[config.mk]
export PLATFORM = sky130hd
export DESIGN_NAME = ppla_front_flat
export DESIGN_NICKNAME = d
export VERILOG_FILES = /design/src/ppla_pkg.sv /design/src/ppla_if.sv /design/src/ppla_front.sv /design/src/flat_wrapper.sv
export SDC_FILE = /design/constraint.sdc
export NUM_CORES = 1
export LEC_CHECK = 0
export BUFFER_PORTS_ARGS = -buffer_cell sky130_fd_sc_hd__buf_2
export CELL_PAD_IN_SITES_DETAIL_PLACEMENT = 1
export CELL_PAD_IN_SITES_GLOBAL_PLACEMENT = 1
export CORE_MARGIN = 2
export CORE_UTILIZATION = 39
export CTS_CLUSTER_SIZE = 14
export DETAILED_ROUTE_END_ITERATION = 12
export PLACE_DENSITY_LB_ADDON = 0.1
export SLEW_MARGIN = 20
export SYNTH_ARGS = -nofsm -noshare
export SYNTH_HDL_FRONTEND = slang
export SYNTH_SLANG_ARGS = --single-unit
[constraint.sdc]
create_clock -name clk_i -period 5.04 [get_ports clk_i]
set_input_delay 0.252 -clock clk_i [delete_from_list [all_inputs] [get_ports clk_i]]
set_output_delay 0.252 -clock clk_i [all_outputs]
set_load 0.1 [all_outputs]
[src/ppla_pkg.sv]
package ppla_pkg;

  // Defaults for the top-level parameters.
  localparam int unsigned DEF_MAX_ATOMS   = 1024;
  localparam int unsigned DEF_COORD_WIDTH = 24;

  // Fixed field widths.
  localparam int unsigned IDX_W     = 10;
  localparam int unsigned CTR_W     = 24;
  localparam int unsigned RAD_LIM_W = 23;
  localparam int unsigned CFG_W     = 24;
  localparam int unsigned CFG_IDX_W = 2;
  localparam int unsigned PATH_W    = 40;

  // Register reset values.
  localparam logic [CTR_W-1:0]     CENTER_RST = 24'd12800;
  localparam logic [RAD_LIM_W-1:0] RADIUS_RST = 23'd8448;

  // Largest path total.
  localparam logic [PATH_W-1:0] PATH_MAX = {PATH_W{1'b1}};

  // Item kinds.
  localparam logic KIND_SAMPLE = 1'b0;
  localparam logic KIND_QUERY  = 1'b1;

  // Configuration register indexes.
  typedef enum logic [CFG_IDX_W-1:0] {
    REG_CENTER_X = 2'd0,
    REG_CENTER_Y = 2'd1,
    REG_CENTER_Z = 2'd2,
    REG_RADIUS   = 2'd3
  } reg_idx_e;

  // Operations handed from the front end to the back end.
  typedef enum logic [1:0] {
    OP_QUERY,
    OP_QUERY_NULL,
    OP_STORE,
    OP_UPDATE
  } op_e;

  // Back-end sequencer states.
  typedef enum logic [2:0] {
    ST_CLEAR,
    ST_IDLE,
    ST_LOAD,
    ST_SQ,
    ST_ROOT,
    ST_FIN,
    ST_RESP
  } state_e;

  typedef struct packed {
    op_e              op;
    logic [IDX_W-1:0] idx;
  } cmd_t;

  typedef struct packed {
    logic clearing;
    logic pop;
  } back_stat_t;

endpackage

[src/ppla_if.sv]
interface ppla_item_if #(
  parameter int unsigned COORD_WIDTH = ppla_pkg::DEF_COORD_WIDTH
);
  logic                          valid;
  logic                          ready;
  logic                          kind;
  logic                          first_frame;
  logic [ppla_pkg::IDX_W-1:0]    atom_index;
  logic signed [COORD_WIDTH-1:0] pos_x;
  logic signed [COORD_WIDTH-1:0] pos_y;
  logic signed [COORD_WIDTH-1:0] pos_z;

  modport source (output valid, kind, first_frame, atom_index, pos_x, pos_y, pos_z,
                  input ready);
  modport sink (input valid, kind, first_frame, atom_index, pos_x, pos_y, pos_z,
                output ready);
endinterface


[src/ppla_front.sv]
module ppla_front #(
  parameter int unsigned MAX_ATOMS   = ppla_pkg::DEF_MAX_ATOMS,
  parameter int unsigned COORD_WIDTH = ppla_pkg::DEF_COORD_WIDTH
) (
  input  logic                         clk_i,
  input  logic                         rst_ni,
  ppla_item_if.sink                    item_i,
  input  ppla_pkg::back_stat_t         stat_i,
  output logic                         head_valid_o,
  output ppla_pkg::cmd_t               head_cmd_o,
  output logic [3*COORD_WIDTH-1:0]     head_pos_o
);
  import ppla_pkg::*;

  localparam int unsigned PW = 3 * COORD_WIDTH;

  cmd_t            cmd_q [2];
  logic [PW-1:0]   pos_q [2];
  logic            wptr_q, rptr_q;
  logic [1:0]      cnt_q;
  logic            accept, push, idx_ok;
  cmd_t            cmd_in;

  // Take no request while the back end sweeps its memory or the queue is full.
  assign item_i.ready = !stat_i.clearing && (cnt_q != 2'd2);
  assign accept       = item_i.valid && item_i.ready;

  // Classify the request; samples for atoms out of range are dropped here.
  assign idx_ok = 32'(item_i.atom_index) < MAX_ATOMS;

  always_comb begin
    cmd_in.idx = item_i.atom_index;
    if (item_i.kind == KIND_QUERY) begin
      cmd_in.op = idx_ok ? OP_QUERY : OP_QUERY_NULL;
    end else if (item_i.first_frame) begin
      cmd_in.op = OP_STORE;
    end else begin
      cmd_in.op = OP_UPDATE;
    end
  end

  assign push = accept && ((item_i.kind == KIND_QUERY) || idx_ok);

  // Two-entry queue payload.
  always_ff @(posedge clk_i) begin
    if (push) begin
      cmd_q[wptr_q] <= cmd_in;
      pos_q[wptr_q] <= {item_i.pos_x, item_i.pos_y, item_i.pos_z};
    end
  end

  // Queue pointers and fill count.
  always_ff @(posedge clk_i or negedge rst_ni) begin
    if (!rst_ni) begin
      wptr_q <= 1'b0;
      rptr_q <= 1'b0;
      cnt_q  <= 2'd0;
    end else begin
      if (push) begin
        wptr_q <= !wptr_q;
      end
      if (stat_i.pop) begin
        rptr_q <= !rptr_q;
      end
      if (push && !stat_i.pop) begin
        cnt_q <= cnt_q + 2'd1;
      end else if (!push && stat_i.pop) begin
        cnt_q <= cnt_q - 2'd1;
      end
    end
  end

  assign head_valid_o = (cnt_q != 2'd0);
  assign head_cmd_o   = cmd_q[rptr_q];
  assign head_pos_o   = pos_q[rptr_q];

endmodule

[src/flat_wrapper.sv]
// flat-port wrapper written by rule: the top's interface ports become plain ports
module ppla_front_flat import ppla_pkg::*;
#(
  parameter int unsigned MAX_ATOMS   = ppla_pkg::DEF_MAX_ATOMS,
  parameter int unsigned COORD_WIDTH = ppla_pkg::DEF_COORD_WIDTH
)
  (clk_i, rst_ni, stat_i, head_valid_o, head_cmd_o, head_pos_o, item_i_valid, item_i_kind, item_i_first_frame, item_i_atom_index, item_i_pos_x, item_i_pos_y, item_i_pos_z, item_i_ready);
  ppla_item_if #(.COORD_WIDTH(COORD_WIDTH)) item_i_i ();
  input  logic clk_i;
  input  logic rst_ni;
  input  ppla_pkg::back_stat_t stat_i;
  output logic head_valid_o;
  output ppla_pkg::cmd_t head_cmd_o;
  output logic [3*COORD_WIDTH-1:0] head_pos_o;
  input wire logic [$bits(item_i_i.valid)-1:0] item_i_valid;
  input wire logic [$bits(item_i_i.kind)-1:0] item_i_kind;
  input wire logic [$bits(item_i_i.first_frame)-1:0] item_i_first_frame;
  input wire logic [$bits(item_i_i.atom_index)-1:0] item_i_atom_index;
  input wire logic [$bits(item_i_i.pos_x)-1:0] item_i_pos_x;
  input wire logic [$bits(item_i_i.pos_y)-1:0] item_i_pos_y;
  input wire logic [$bits(item_i_i.pos_z)-1:0] item_i_pos_z;
  output wire logic [$bits(item_i_i.ready)-1:0] item_i_ready;
  assign item_i_i.valid = item_i_valid;
  assign item_i_i.kind = item_i_kind;
  assign item_i_i.first_frame = item_i_first_frame;
  assign item_i_i.atom_index = item_i_atom_index;
  assign item_i_i.pos_x = item_i_pos_x;
  assign item_i_i.pos_y = item_i_pos_y;
  assign item_i_i.pos_z = item_i_pos_z;
  assign item_i_ready = item_i_i.ready;
  ppla_front #(.MAX_ATOMS(MAX_ATOMS), .COORD_WIDTH(COORD_WIDTH)) u_core (.clk_i(clk_i), .rst_ni(rst_ni), .item_i(item_i_i), .stat_i(stat_i), .head_valid_o(head_valid_o), .head_cmd_o(head_cmd_o), .head_pos_o(head_pos_o));
endmodule
==> impl_metrics.ini <==
[outcome]
outcome = finished, final reports clean

[critical_path]
cp.required_ns = 4.79
reg2reg_to = u_core.pos_q[0][21]
cp.arrival_ns = 2.61
rr_worst_depth = 4
worst-r2r-setup-slack_ns = 2.40
worstSetupEndpointType = output pin
r2r_start = u_core.cnt_q[1]
crit_type = flop to output pin
start_kind = flop
crit_fanout = 48

[final_layout]
nets = 597
fin_area_um2 = 8267
fillerInstances = 1513
drive_gt1_share_pct = 46.05
syn2layout_area_growth_pct = 31.46
seqCellArea_um2 = 5149
multi_input_comb_area_um2 = 1067

[worst_hold_path]
hold_start = item_i_pos_y[1]
hold_path_depth = 1
min_path_type = input port to flop
holdPathEnd = u_core.pos_q[1][25]

[routing]
drc_errors = 0
via_count = 3347
drt_pass1_iterations = 4
avgRoutedWirePerCell_um = 17.21
drtIter0Drc = 176
via_per_inst = 4.548
ant_nets = 0
routed_wl_mm = 12.67

[synth]
synthSimpleGateAreaFrac_pct = 0.8754
synth_mux_area_share_pct = 15.04
synthAdderAreaFrac_pct = 0.1990
synth_top_family_by_area = multiplexers
synth_area_um2 = 6289
synth_cell_types = 16
synth_area_leader_cell = edfxtp_1
syn_area_per_cell_um2 = 22.38
syn_inst = 281
yosys_warnings = 0
yosysSeqAreaShare_pct = 81.81
synth_top_area_share_pct = 80.22
synth_seq_cells = 172
synth_compound_area_share_pct = 0
synth_xor_area_share_pct = 0.6964
synth_nets = 371
synthTopCellsByArea = edfxtp_1 (80%), mux2_1 (9.0%), mux2_2 (6.1%)

[clocking]
cts-root-buf = clkbuf_16
cts_resized = 0
clockBufferDepth = 2
insertion_delay_ns = 0.42
cts.htree.levels = 4
cts.sinks = 172
cts_tree = built
cts_buffers = 17
path_clk_slew_ns = 0.06

[sta]
max_freq_ghz = 0.3496
fin_crit_ns = 2.860
rsz0062_at_grt = false
worst_pin_slew_ns = 1.031
fin_hold_ws_ns = 0.02391
finalMaxSlewViolations = 0
final_hold_viol_count = 0
setup_viol = 0
skew_ns = 0.008622
setup_tns_ns = 0
relSlewSlack_pct = 31.12
min_period_over_period_pct = 56.75

[flow_run]
cap_violations = 0

[floorplanning]
ios = 175
die_h_um = 131.0
design.die.area_um2 = 17160
num_rows = 46
core_um2 = 15830
die_w_um = 131.0
floorplan.initialDensity_pct = 39.73

[global_route]
grt_pass1_wl_mm = 18.86
grt_max_degree = 49
antenna_found_initial = 0
gr-total-overflow = 0
grt_pass1_vias = 3620
track_usage_pct = 15.13

[placed_design]
place.port_buffers = 174
placed_cell_area_um2 = 7402
dp_hpwl_mm = 8.114
place.gp.congestion = 0.6629
cells by family after synthesis:
| logic type | count (synthesis) |
|---|---|
| multiplexers | 84 |
| XOR/XNOR | 5 |
| adder cells (fa/ha/maj) | 1 |
| flip-flops | 172 |
| AND/OR/NAND/NOR | 8 |
| buffers and inverters | 11 |
cell type report:
cell class / instances / area share [%]
clock buffers: 21 / 5.328
multi-input cells: 98 / 12.91
well taps: 216 / 3.269
diodes: 1 / 0.03027
clock inverters: 10 / 0.6206
repair buffers: 216 / 15.47
flip-flops and latches: 172 / 62.28
inverters: 2 / 0.09081
worst max path at each step:
stage | start | endpoint | slack (ns) | depth (start not counted)
floorplan | u_core.cnt_q[1] | u_core.cmd_q[0][0] | 1.60 | 3
global placement | u_core.cnt_q[1] | u_core.pos_q[0][20] | 2.42 | 4
detailed placement | u_core.cnt_q[1] | u_core.pos_q[0][20] | 2.35 | 4
CTS | u_core.rptr_q | head_cmd_o[6] | 2.08 | 3
global route | u_core.rptr_q | head_cmd_o[6] | 1.99 | 3
finish | u_core.rptr_q | head_cmd_o[6] | 2.18 | 3
state kept, by name, summed over array words and instances (netlist names):
register,count
u_core.rptr_q,1
u_core.cnt_q,2
u_core.wptr_q,1
u_core.cmd_q,24
u_core.pos_q,144
stage by stage:
stage               std cells  setup WS, ns  util (%)
floorplan                 281         1.600         -
global placement          667         2.415     46.77
detailed placement        667         2.350     46.77
CTS                       732         2.081     52.02
global route              735         1.993     52.21
finish                    736         2.180     52.23
critical path: stages, from the launching register on:
cell and delay [ns]:
dfrtp_4 0.87, buf_4 0.59, mux2_2 0.42, buf_2 0.30
metal layers:
metal  track usage (%)  up-vias  wire [µm]
met5                 0        -          0
met4             6.383        0        134
met3             5.090       11        699
met2             26.24      102       6628
met1             17.12     1668       5207
li1                  -     1566          -
cells in the mapped netlist:
library cell / number
xor2_1: 4
buf_4: 1
dfrtp_1: 4
nor2b_1: 2
buf_6: 5
or2_2: 1
edfxtp_1: 168
nor3b_4: 1
xnor2_1: 1
and2_1: 1
ha_1: 1
mux2_1: 50
inv_1: 2
nor2_1: 3
mux2_2: 34
buf_2: 3
layout by cell type (no fill, tap or decap), types with 2 or more instances in the layout:
cell           netlist  layout
inv_1                2       2
dlygate4sd3_1        0      37
clkinv_1             0       6
nor2_1               3       3
edfxtp_1           168     168
buf_4                1       5
mux2_2              34      34
dfrtp_1              4       3
clkinvlp_4           0       2
clkbuf_1             0       4
xor2_1               4       4
buf_2                3     174
clkbuf_16            0      17
mux2_1              50      50
repair_timing:
| item | in CTS | in global routing |
|---|---|---|
| buffers inserted | 0 | 0 |
| hold endpoints to repair | 64 | 6 |
| hold buffers | 34 | 3 |
Power is not shown: default switching activity piles up to over one toggle a cycle in this logic, so the estimate is an artifact.
